--- config.mk ---
export PLATFORM = sky130hd
export DESIGN_NAME = rover_ring_block_allocator_unit
export DESIGN_NICKNAME = d
export VERILOG_FILES = /design/src/design/rrba_pkg.sv /design/src/design/rrba_ctrl.sv /design/src/design/rrba_dp.sv /design/src/design/rover_ring_block_allocator_unit.sv
export VERILOG_INCLUDE_DIRS = /design/src /design/src/design
export SDC_FILE = /design/constraint.sdc
export NUM_CORES = 2
export LEC_CHECK = 0
export BUFFER_PORTS_ARGS = -buffer_cell sky130_fd_sc_hd__buf_2
export CORE_MARGIN = 2
export CORE_UTILIZATION = 35
export CTS_CLUSTER_DIAMETER = 100
export DETAILED_ROUTE_END_ITERATION = 8
export HOLD_SLACK_MARGIN = 0.1
export MAX_ROUTING_LAYER = met4
export SLEW_MARGIN = 20
export SYNTH_ARGS = -nofsm -noshare
export SYNTH_HDL_FRONTEND = slang
export SYNTH_SLANG_ARGS = --single-unit
export TNS_END_PERCENT = 50
--- constraint.sdc ---
create_clock -name i_clk -period 19.6 [get_ports i_clk]
set_clock_uncertainty 0.05 [all_clocks]
set_input_delay 1.96 -clock i_clk [delete_from_list [all_inputs] [get_ports i_clk]]
set_output_delay 1.96 -clock i_clk [all_outputs]
set_load 0.05 [all_outputs]
--- src/design/assert_macros.svh ---
// ----------------------------------------------------------------------------
// Assertion macros
// Shared concurrent assertion forms used by the allocator RTL.
// ----------------------------------------------------------------------------
`ifndef ASSERT_MACROS_SVH
`define ASSERT_MACROS_SVH

// Property checked at every rising edge outside reset.
`define ASSERT_ALWAYS(lbl, clk, rst_n, prop, msg) \
    lbl: assert property (@(posedge clk) disable iff (!rst_n) (prop)) else $error(msg);

// Antecedent implies consequent in the same cycle.
`define ASSERT_IMPLY(lbl, clk, rst_n, ante, cons, msg) \
    lbl: assert property (@(posedge clk) disable iff (!rst_n) (ante) |-> (cons)) \
        else $error(msg);

`endif

--- src/design/rrba_pkg.sv ---
// ----------------------------------------------------------------------------
// rrba_pkg
// Types and codes shared by the rover ring block allocator.
// ----------------------------------------------------------------------------
`timescale 1ns / 1ps
package rrba_pkg;

    localparam int          NEXT_W   = 6;
    localparam logic [5:0]  NO_NEXT  = 6'd63;
    localparam logic [16:0] MAX_DATA = 17'h10000;
    localparam logic [8:0]  MAX_WIDTH = 9'd256;
    localparam logic [23:0] CB_RESET = 24'd65536;

    localparam logic [1:0] OP_FLUSH = 2'd0;
    localparam logic [1:0] OP_ALLOC = 2'd1;
    localparam logic [1:0] OP_FRAME = 2'd2;

    localparam logic [1:0] KIND_EVICT = 2'd0;
    localparam logic [1:0] KIND_ALLOC = 2'd1;
    localparam logic [1:0] KIND_ERROR = 2'd2;
    localparam logic [1:0] KIND_DONE  = 2'd3;

    localparam logic [1:0] ERR_NONE  = 2'd0;
    localparam logic [1:0] ERR_WIDTH = 2'd1;
    localparam logic [1:0] ERR_SIZE  = 2'd2;
    localparam logic [1:0] ERR_LARGE = 2'd3;

    typedef struct packed {
        logic [1:0]  operation;
        logic [8:0]  block_width;
        logic [16:0] data_bytes;
        logic [15:0] owner_tag;
    } t_req;

    typedef struct packed {
        logic [1:0]  kind;
        logic [1:0]  error_code;
        logic [15:0] evicted_tag;
        logic [23:0] block_offset;
        logic [23:0] block_bytes;
        logic        thrash;
        logic        last;
    } t_rsp;

    // One block table entry; owner bit 16 marks a present owner.
    typedef struct packed {
        logic [23:0]       offset;
        logic [23:0]       size;
        logic [NEXT_W-1:0] next;
        logic [16:0]       owner;
    } t_row;

    typedef enum logic [3:0] {
        ST_INIT, ST_IDLE, ST_DECODE, ST_FRAME, ST_DONE,
        ST_F_RD, ST_F_CHK, ST_F_INIT,
        ST_A_CHK, ST_A_ERR, ST_A_LD, ST_A_MRG, ST_A_NX, ST_A_SPL, ST_A_WR, ST_A_RES
    } t_state;

    typedef enum logic [2:0] {
        EM_NONE, EM_EVICT, EM_ALLOC, EM_ERROR, EM_DONE
    } t_emit;

    typedef enum logic [1:0] {
        RD_NONE, RD_BLK, RD_NEXT, RD_WALK
    } t_rd_sel;

    typedef struct packed {
        logic    init;
        logic    latch;
        t_emit   emit;
        t_rd_sel rd;
        logic    wrap_pick;
        logic    ld_cur;
        logic    merge;
        logic    split;
        logic    wr_blk;
        logic    frame;
        logic    walk_adv;
    } t_cmd;

    typedef struct packed {
        logic       can_emit;
        logic       err;
        logic [1:0] op;
        logic       walk_ok;
        logic       rd_owned;
        logic       merge_go;
    } t_stat;

endpackage

--- src/design/rrba_ctrl.sv ---
// ----------------------------------------------------------------------------
// rrba_ctrl
// Sequencer for flush, allocate and frame start requests.
// ----------------------------------------------------------------------------
`timescale 1ns / 1ps
module rrba_ctrl (
    input  logic           i_clk,
    input  logic           i_rst_n,
    input  logic           i_valid,
    input  logic           i_cfg_valid,
    input  rrba_pkg::t_stat i_stat,
    output rrba_pkg::t_cmd  o_cmd,
    output logic           o_ready,
    output logic           o_cfg_ready
);
    import rrba_pkg::*;

    t_state r_state;
    t_state n_state;
    logic   evict_hold;

    assign evict_hold = i_stat.rd_owned && !i_stat.can_emit;

    always_ff @(posedge i_clk) begin
        if (!i_rst_n) begin
            r_state <= ST_INIT;
        end else begin
            r_state <= n_state;
        end
    end

    always_comb begin
        n_state = r_state;
        case (r_state)
            ST_INIT: n_state = ST_IDLE;
            ST_IDLE: begin
                if (i_cfg_valid) begin
                    n_state = ST_INIT;
                end else if (i_valid) begin
                    n_state = ST_DECODE;
                end
            end
            ST_DECODE: begin
                case (i_stat.op)
                    OP_FLUSH: n_state = ST_F_RD;
                    OP_ALLOC: n_state = ST_A_CHK;
                    OP_FRAME: n_state = ST_FRAME;
                    default:  n_state = ST_DONE;
                endcase
            end
            ST_FRAME: n_state = ST_DONE;
            ST_DONE:  if (i_stat.can_emit) n_state = ST_IDLE;
            ST_F_RD:  n_state = i_stat.walk_ok ? ST_F_CHK : ST_F_INIT;
            ST_F_CHK: if (!evict_hold) n_state = ST_F_RD;
            ST_F_INIT: n_state = ST_DONE;
            ST_A_CHK: n_state = i_stat.err ? ST_A_ERR : ST_A_LD;
            ST_A_ERR: if (i_stat.can_emit) n_state = ST_IDLE;
            ST_A_LD:  if (!evict_hold) n_state = ST_A_MRG;
            ST_A_MRG: n_state = i_stat.merge_go ? ST_A_NX : ST_A_SPL;
            ST_A_NX:  if (!evict_hold) n_state = ST_A_MRG;
            ST_A_SPL: n_state = ST_A_WR;
            ST_A_WR:  n_state = ST_A_RES;
            ST_A_RES: if (i_stat.can_emit) n_state = ST_IDLE;
            default:  n_state = ST_INIT;
        endcase
    end

    always_comb begin
        o_cmd       = '0;
        o_cmd.emit  = EM_NONE;
        o_cmd.rd    = RD_NONE;
        o_ready     = 1'b0;
        o_cfg_ready = 1'b0;
        case (r_state)
            ST_INIT: o_cmd.init = 1'b1;
            ST_IDLE: begin
                o_cfg_ready = 1'b1;
                o_ready     = !i_cfg_valid;
                o_cmd.latch = i_valid && !i_cfg_valid;
            end
            ST_FRAME: o_cmd.frame = 1'b1;
            ST_DONE:  if (i_stat.can_emit) o_cmd.emit = EM_DONE;
            ST_F_RD:  if (i_stat.walk_ok) o_cmd.rd = RD_WALK;
            ST_F_CHK: begin
                if (!evict_hold) begin
                    o_cmd.walk_adv = 1'b1;
                    if (i_stat.rd_owned) o_cmd.emit = EM_EVICT;
                end
            end
            ST_F_INIT: o_cmd.init = 1'b1;
            ST_A_CHK: begin
                if (!i_stat.err) begin
                    o_cmd.wrap_pick = 1'b1;
                    o_cmd.rd        = RD_BLK;
                end
            end
            ST_A_ERR: if (i_stat.can_emit) o_cmd.emit = EM_ERROR;
            ST_A_LD: begin
                if (!evict_hold) begin
                    o_cmd.ld_cur = 1'b1;
                    if (i_stat.rd_owned) o_cmd.emit = EM_EVICT;
                end
            end
            ST_A_MRG: if (i_stat.merge_go) o_cmd.rd = RD_NEXT;
            ST_A_NX: begin
                if (!evict_hold) begin
                    o_cmd.merge = 1'b1;
                    if (i_stat.rd_owned) o_cmd.emit = EM_EVICT;
                end
            end
            ST_A_SPL: o_cmd.split  = 1'b1;
            ST_A_WR:  o_cmd.wr_blk = 1'b1;
            ST_A_RES: if (i_stat.can_emit) o_cmd.emit = EM_ALLOC;
            default: ;
        endcase
    end

endmodule

--- src/design/rrba_dp.sv ---
// ----------------------------------------------------------------------------
// rrba_dp
// Block table memory, rover and frame flags, and the result register.
// ----------------------------------------------------------------------------
`timescale 1ns / 1ps
`include "assert_macros.svh"
module rrba_dp #(
    parameter int BLOCK_SLOTS  = 32,
    parameter int HEADER_BYTES = 64,
    parameter int SPLIT_MIN    = 256
) (
    input  logic            i_clk,
    input  logic            i_rst_n,
    input  rrba_pkg::t_cmd  i_cmd,
    input  rrba_pkg::t_req  i_req,
    input  logic            i_cfg_we,
    input  logic [23:0]     i_cfg_data,
    input  logic            i_ready,
    output rrba_pkg::t_stat o_stat,
    output rrba_pkg::t_rsp  o_rsp,
    output logic            o_valid
);
    import rrba_pkg::*;

    localparam int SW = $clog2(BLOCK_SLOTS);
    localparam int NW = $clog2(BLOCK_SLOTS + 1);
    localparam logic [NEXT_W-1:0] SLOTS_L = NEXT_W'(BLOCK_SLOTS);
    localparam logic [NW-1:0]     SLOTS_N = NW'(BLOCK_SLOTS);

    t_row mem [BLOCK_SLOTS];

    logic [23:0]            r_cb;
    t_req                   r_req;
    logic [NEXT_W-1:0]      r_rover;
    logic                   r_rv;
    logic [23:0]            r_roff;
    logic [23:0]            r_start;
    logic                   r_wrap;
    logic                   r_thrash;
    logic [BLOCK_SLOTS-1:0] r_in_use;
    logic [NEXT_W-1:0]      r_blk;
    logic                   r_wnow;
    logic [NW-1:0]          r_n;
    logic [NEXT_W-1:0]      r_walk;
    t_row                   r_cur;
    t_row                   r_rdata;
    t_rsp                   r_out;
    logic                   r_ovalid;

    logic [23:0]       size_sum;
    logic [23:0]       size_c;
    logic [1:0]        err_c;
    logic              wrap_c;
    logic [NEXT_W-1:0] blk_c;
    logic              can_emit;
    logic              free_ok;
    logic [NEXT_W-1:0] free_idx;
    logic              split_c;
    logic              next_ok;
    logic [23:0]       pos_c;
    logic [23:0]       left_c;
    logic              rd_en;
    logic [NEXT_W-1:0] rd_addr;
    logic              wr_en;
    logic [NEXT_W-1:0] wr_addr;
    t_row              wr_row;
    t_rsp              rsp_c;

    assign size_sum = 24'(HEADER_BYTES) + {7'd0, r_req.data_bytes} + 24'd3;
    assign size_c   = {size_sum[23:2], 2'b00};

    always_comb begin
        if (r_req.block_width > MAX_WIDTH) begin
            err_c = ERR_WIDTH;
        end else if (r_req.data_bytes == '0 || r_req.data_bytes > MAX_DATA) begin
            err_c = ERR_SIZE;
        end else if (size_c > r_cb) begin
            err_c = ERR_LARGE;
        end else begin
            err_c = ERR_NONE;
        end
    end

    assign wrap_c   = !r_rv || (r_rover >= SLOTS_L) || (r_roff > r_cb - size_c);
    assign blk_c    = wrap_c ? '0 : r_rover;
    assign can_emit = !r_ovalid || i_ready;
    assign next_ok  = r_cur.next < SLOTS_L;
    assign pos_c    = (r_rv && r_rover < SLOTS_L) ? r_roff : r_cb;
    assign left_c   = r_cur.size - size_c;
    assign split_c  = (r_cur.size >= size_c) && (left_c > 24'(SPLIT_MIN)) && free_ok;

    // Lowest free slot.
    always_comb begin
        free_ok  = 1'b0;
        free_idx = '0;
        for (int i = BLOCK_SLOTS - 1; i >= 0; i--) begin
            if (!r_in_use[i]) begin
                free_ok  = 1'b1;
                free_idx = NEXT_W'(i);
            end
        end
    end

    always_comb begin
        o_stat.can_emit = can_emit;
        o_stat.err      = err_c != ERR_NONE;
        o_stat.op       = r_req.operation;
        o_stat.walk_ok  = (r_walk < SLOTS_L) && (r_n < SLOTS_N);
        o_stat.rd_owned = r_rdata.owner[16];
        o_stat.merge_go = (r_cur.size < size_c) && (r_n < SLOTS_N) && next_ok;
    end

    // Table read port.
    always_comb begin
        rd_en   = 1'b1;
        rd_addr = '0;
        case (i_cmd.rd)
            RD_BLK:  rd_addr = blk_c;
            RD_NEXT: rd_addr = r_cur.next;
            RD_WALK: rd_addr = r_walk;
            default: rd_en = 1'b0;
        endcase
    end

    // Table write port.
    always_comb begin
        wr_en   = 1'b0;
        wr_addr = '0;
        wr_row  = r_cur;
        if (i_cmd.init) begin
            wr_en  = 1'b1;
            wr_row = '{offset: '0, size: r_cb, next: NO_NEXT, owner: '0};
        end else if (i_cmd.split && split_c) begin
            wr_en   = 1'b1;
            wr_addr = free_idx;
            wr_row  = '{offset: r_cur.offset + size_c, size: left_c,
                        next: r_cur.next, owner: '0};
        end else if (i_cmd.wr_blk) begin
            wr_en        = 1'b1;
            wr_addr      = r_blk;
            wr_row.owner = {1'b1, r_req.owner_tag};
        end
    end

    always_ff @(posedge i_clk) begin
        if (wr_en) begin
            mem[wr_addr[SW-1:0]] <= wr_row;
        end
        if (rd_en) begin
            r_rdata <= mem[rd_addr[SW-1:0]];
        end
    end

    always_comb begin
        rsp_c        = '0;
        rsp_c.thrash = r_thrash;
        case (i_cmd.emit)
            EM_EVICT: begin
                rsp_c.kind        = KIND_EVICT;
                rsp_c.evicted_tag = r_rdata.owner[15:0];
            end
            EM_ALLOC: begin
                rsp_c.kind         = KIND_ALLOC;
                rsp_c.block_offset = r_cur.offset;
                rsp_c.block_bytes  = r_cur.size;
                rsp_c.last         = 1'b1;
            end
            EM_ERROR: begin
                rsp_c.kind       = KIND_ERROR;
                rsp_c.error_code = err_c;
                rsp_c.last       = 1'b1;
            end
            EM_DONE: begin
                rsp_c.kind = KIND_DONE;
                rsp_c.last = 1'b1;
            end
            default: ;
        endcase
    end

    always_ff @(posedge i_clk) begin
        if (i_cmd.emit != EM_NONE) begin
            r_out <= rsp_c;
        end
        if (i_cmd.latch) begin
            r_req <= i_req;
        end
        if (i_cmd.ld_cur) begin
            r_cur <= r_rdata;
        end else if (i_cmd.merge) begin
            r_cur.size <= r_cur.size + r_rdata.size;
            r_cur.next <= r_rdata.next;
        end else if (i_cmd.split && split_c) begin
            r_cur.next <= free_idx;
            r_cur.size <= size_c;
        end
        if (i_cmd.wrap_pick) begin
            r_blk  <= blk_c;
            r_wnow <= wrap_c && r_rv;
        end
    end

    always_ff @(posedge i_clk) begin
        if (!i_rst_n) begin
            r_cb     <= CB_RESET;
            r_rover  <= '0;
            r_rv     <= 1'b1;
            r_roff   <= '0;
            r_start  <= '0;
            r_wrap   <= 1'b0;
            r_thrash <= 1'b0;
            r_in_use <= BLOCK_SLOTS'(1);
            r_n      <= '0;
            r_walk   <= '0;
            r_ovalid <= 1'b0;
        end else begin
            if (i_cfg_we) begin
                r_cb <= i_cfg_data;
            end
            if (i_cmd.emit != EM_NONE) begin
                r_ovalid <= 1'b1;
            end else if (i_ready) begin
                r_ovalid <= 1'b0;
            end
            if (i_cmd.init) begin
                r_in_use <= BLOCK_SLOTS'(1);
                r_rover  <= '0;
                r_rv     <= 1'b1;
                r_roff   <= '0;
            end
            if (i_cmd.latch) begin
                r_walk <= '0;
                r_n    <= '0;
            end
            if (i_cmd.walk_adv) begin
                r_walk <= r_rdata.next;
                r_n    <= r_n + 1'b1;
            end
            if (i_cmd.wrap_pick) begin
                r_n <= '0;
            end
            if (i_cmd.merge) begin
                r_in_use[r_cur.next[SW-1:0]] <= 1'b0;
                r_n <= r_n + 1'b1;
            end
            if (i_cmd.split) begin
                if (split_c) begin
                    r_in_use[free_idx[SW-1:0]] <= 1'b1;
                    r_rover <= free_idx;
                    r_rv    <= 1'b1;
                    r_roff  <= r_cur.offset + size_c;
                end else begin
                    r_rover <= next_ok ? r_cur.next : '0;
                    r_rv    <= next_ok;
                    // blocks tile the region: the next one starts here
                    r_roff  <= r_cur.offset + r_cur.size;
                end
            end
            if (i_cmd.wr_blk) begin
                if (r_wrap) begin
                    if (r_wnow || pos_c >= r_start) r_thrash <= 1'b1;
                end else if (r_wnow) begin
                    r_wrap <= 1'b1;
                end
            end
            if (i_cmd.frame) begin
                r_start  <= pos_c;
                r_wrap   <= 1'b0;
                r_thrash <= 1'b0;
            end
        end
    end

    assign o_rsp   = r_out;
    assign o_valid = r_ovalid;

    `ASSERT_IMPLY(a_emit_room, i_clk, i_rst_n, i_cmd.emit != EM_NONE, can_emit, "emit with result register full")
    `ASSERT_ALWAYS(a_slot0_used, i_clk, i_rst_n, r_in_use[0], "slot zero released")
    `ASSERT_IMPLY(a_rover_ok, i_clk, i_rst_n, r_rv, r_rover < SLOTS_L, "rover outside table")
    `ASSERT_IMPLY(a_thrash_wrap, i_clk, i_rst_n, r_thrash && !i_cmd.frame, r_wrap, "thrash without wrap")

endmodule

--- src/design/rover_ring_block_allocator_unit.sv ---
// Rover ring block allocator. One request is taken at a time, and the next is
// refused until the last result of the current one has been registered. Each
// table block that a flush walks or an allocation merges takes a registered
// table read and then a step that acts on the data. Each result waits in the
// output register until it is taken. While it waits, the next result holds the
// sequence, so receiver stalls add directly to the length of an operation.
// ----------------------------------------------------------------------------
// rover_ring_block_allocator_unit
// Top level: request, result and cache size register channels.
// ----------------------------------------------------------------------------
`timescale 1ns / 1ps
module rover_ring_block_allocator_unit #(
    parameter int BLOCK_SLOTS  = 32,
    parameter int HEADER_BYTES = 64,
    parameter int SPLIT_MIN    = 256
) (
    input  logic           i_clk,
    input  logic           i_rst_n,
    input  logic           i_valid,
    output logic           o_ready,
    input  rrba_pkg::t_req i_req,
    output logic           o_valid,
    input  logic           i_ready,
    output rrba_pkg::t_rsp o_rsp,
    input  logic           i_cfg_valid,
    output logic           o_cfg_ready,
    input  logic [23:0]    i_cfg_data
);
    import rrba_pkg::*;

    t_cmd cmd;
    t_stat stat;

    rrba_ctrl u_ctrl (
        .i_clk       (i_clk),
        .i_rst_n     (i_rst_n),
        .i_valid     (i_valid),
        .i_cfg_valid (i_cfg_valid),
        .i_stat      (stat),
        .o_cmd       (cmd),
        .o_ready     (o_ready),
        .o_cfg_ready (o_cfg_ready)
    );

    rrba_dp #(
        .BLOCK_SLOTS  (BLOCK_SLOTS),
        .HEADER_BYTES (HEADER_BYTES),
        .SPLIT_MIN    (SPLIT_MIN)
    ) u_dp (
        .i_clk      (i_clk),
        .i_rst_n    (i_rst_n),
        .i_cmd      (cmd),
        .i_req      (i_req),
        .i_cfg_we   (i_cfg_valid && o_cfg_ready),
        .i_cfg_data (i_cfg_data),
        .i_ready    (i_ready),
        .o_stat     (stat),
        .o_rsp      (o_rsp),
        .o_valid    (o_valid)
    );

endmodule
==> flow_summary.json <==
{
  "power.density_nw_per_um2": 100,
  "path_max_fanout": 173,
  "status": "complete, no violations",
  "reg2reg_setup_slack_ns": 8.25,
  "vias": 75048,
  "ios": 146,
  "hold_violations": 0,
  "initial_core_util_pct": 35.1,
  "crit_slowest_cell": "buf_4",
  "die_area_sq_um": 319000,
  "synth-seq-area-share_pct": 71.4,
  "setup-tns-final_ns": 0,
  "area_growth_pct": 14.2,
  "synth_area_per_cell_sq_um": 12.5,
  "hpwlAfterDp_microns": 192000,
  "cts_tree": "yes",
  "reg2regPathDepth": 32,
  "finalNetCount": 9170,
  "reg2reg_to": "u_dp.r_rdata[6]",
  "avgViaCountPerCell": 5.63,
  "slowest_delay_ns": 0.88,
  "drive_above_1_share_pct": 9.89,
  "max_slew_margin_pct": 19.8,
  "holdWs_ns": 0.348,
  "coreArea_sq_um": 314000,
  "n_fill_cell": 28916,
  "synth_edf_count": 2534,
  "clock.fmax_ghz": 0.0881,
  "cp-end-kind": "flip-flop",
  "drc": 0,
  "vdd_ir_drop_max_v": 0.0000881,
  "worst_pin_slew_ns": 1.20,
  "post_cts_resized": 0,
  "cts-root-buf": "clkbuf_16",
  "drtAntennaViolNets": 0,
  "worstSetupStartpointType": "flip-flop",
  "numPortBuffers": 145,
  "globalplace.congestion": 0.928,
  "p_leak_nw": 43.2,
  "first_pass_iters": 6,
  "clkSinkCount": 2663,
  "ys_types": 89,
  "cp.arrival_ns": 12.05,
  "clkLatencyLatePin_ns": 0.96,
  "dieHeight_microns": 565,
  "ys_seq_elements": 2663,
  "grt_antenna_before_repair": 11,
  "maxSlewViolCount": 0,
  "yosys_warnings": 0,
  "power.total_mw": 12.6,
  "final-setup-viol-count": 0,
  "grt_util_all_layers_pct": 22.2,
  "cts_buffers": 297,
  "rr_startpoint": "u_dp.r_req[22]",
  "hold_path_class": "reg -> reg",
  "hold_buffers": 0,
  "dp.cells": 12801,
  "fp-row-count": 206,
  "wl_per_cell_microns": 26.6,
  "clkSlewWorstSetupHoldPaths_ns": 0.06,
  "clockBufferDepth": 4,
  "h-tree-depth": 5,
  "final_cells": 13324,
  "worstSetupPathType": "reg -> reg",
  "syn_inst": 8805,
  "holdPathStages": 0,
  "gr-total-overflow": 0,
  "critPathRequiredTime_ns": 20.30,
  "finalWirelength_microns": 354000,
  "grt_pass1_vias": 69727,
  "grt_pass1_wl_microns": 503000,
  "crit_path_start": "u_dp.r_req[22]",
  "post-route-period-util_pct": 57.9,
  "synth_async_sr_flop_share_pct": 0,
  "die_x_microns": 565,
  "rsz0062_at_grt": "no",
  "drv_cap": 0,
  "syn_area_sq_um": 110000,
  "cp-endpoint": "u_dp.r_rdata[6]",
  "initialDrtViolationCount": 11309,
  "grt_max_degree": 174,
  "cts_setup_buffers": 0,
  "fin_crit_ns": 11.35,
  "synth_top_flop_cell": "edfxtp_1"
}
[layer usage]
| layer | wire length, microns | track usage, % | vias up |
|---|---|---|---|
| li1 | - | - | 32625 |
| met1 | 145000 | 30.5 | 37693 |
| met2 | 163000 | 34.2 | 4160 |
| met3 | 37000 | 3.56 | 570 |
| met4 | 9410 | 6.08 | 0 |
| met5 | 0 | - | - |
[kinds of logic (layout without fill, tap and decap cells)]
group	after synthesis	count (layout)	share of synthesized area, %
xor gates and xnor gates	122	122	0.969
AOI/OAI and AO/OA	846	846	5.27
muxes	75	75	0.706
other	2	8	0.00681
and+or+nand+nor	4337	4337	17.7
buffers and inverters	602	955	2.20
adders and majority gates	158	158	1.82
DFF	2663	2663	71.4
[cell type report]
cell class | instances | area, sq um | area share, %
inverters | 98 | 370 | 0.294
diodes | 5 | 12.5 | 0.00994
multi-input cells | 5541 | 29900 | 23.8
well taps | 4160 | 5200 | 4.13
flip-flops and latches | 2663 | 78700 | 62.5
clock buffers | 373 | 7910 | 6.28
clock inverters | 144 | 1370 | 1.09
repair buffers | 340 | 2410 | 1.92
[flip-flops by register name, indices dropped and copies added, names as in the netlist, 6 cells and up]
register       cells
u_dp.r_start      24
u_dp.r_cur        71
u_dp.r_cb         24
u_dp.r_req        42
u_dp.mem        2272
u_dp.r_roff       24
u_dp.r_walk        6
u_dp.r_in_use     32
u_dp.r_n           6
u_dp.r_rdata      70
u_dp.o_rsp        70
[cells in the mapped netlist (all sizes together), types with 50 or more instances]
library cell	n	area, sq um
and2	158	991
a31oi	85	538
or4	74	556
edfxtp	2534	76100
and3	90	563
nor3	50	250
nand4	240	1510
nor2	216	811
xor2	59	517
a21oi	234	1170
nand3	968	4850
ha	151	1890
inv	98	368
o21ai	130	654
buf	154	748
a211oi	81	613
mux2i	53	531
xnor2	63	552
a222oi	69	691
dfxtp	129	2580
clkbuf	350	1310
nand2	2408	9040
[power by group]
part           leakage, nW  internal, mW  switching [mW]  total, mW
logic                 14.5         0.155           0.534      0.689
clock network         4.51          3.19            2.20       5.39
registers             24.2          6.51          0.0329       6.54
total                 43.2          9.85            2.77       12.6
[through the flow]
step	instance area, sq um	setup WS, ns	util [%]
global route	126000	7.64	40.1
floorplan	110000	9.46	-
finish	126000	8.25	40.1
detailed placement	116000	8.51	37.1
global placement	116000	8.56	37.0
CTS	126000	8.45	40.0
[worst max-delay path, delay by kind of cell (launching register included)]
kind,cells,cell delay [ns]
xor gates and xnor gates,2,0.72
and+or+nand+nor,15,3.76
buffers and inverters,3,2.12
AOI/OAI and AO/OA,8,2.07
adders and majority gates,4,1.49
DFF,1,0.52
[how the worst min path moves through the flow]
| stage | startpoint | endpoint | slack (ns) |
|---|---|---|---|
| after detailed placement | u_dp.r_rdata[47] | u_dp.r_cur[47] | 0.36 |
| after global routing | u_dp.r_rdata[47] | u_dp.r_cur[47] | 0.37 |
| final | u_dp.r_rdata[47] | u_dp.r_cur[47] | 0.35 |
| after CTS | u_dp.r_rdata[47] | u_dp.r_cur[47] | 0.35 |
| after global placement | u_dp.r_rdata[47] | u_dp.r_cur[47] | 0.35 |
| after floorplan | u_dp.r_rdata[47] | u_dp.r_cur[47] | 0.35 |
[cells in the final DEF, fill, tap and decap left out, types with 17 or more instances in the layout]
cell / instances
dfxtp_1: 129
edfxtp_1: 2534
buf_4: 177
xor2_1: 59
nand2_1: 2405
bufinv_16: 26
nand3_1: 967
a21oi_1: 217
clkbuf_16: 303
nor4_1: 19
nand2b_1: 31
a32o_1: 32
clkinv_2: 34
mux2_2: 22
nor2_4: 36
inv_1: 96
nand4_1: 239
a211oi_1: 80
clkbuf_1: 64
nor3_1: 35
a31oi_1: 82
and3_1: 86
nor2b_1: 19
clkinv_1: 62
buf_2: 145
a21o_1: 47
ha_1: 151
or3_1: 17
xnor2_1: 63
and2_1: 154
o21ai_0: 118
or4_1: 74
nor2_1: 174
mux2i_1: 53
a222oi_1: 69
Note: power is estimated with default switching activity, not from simulation.
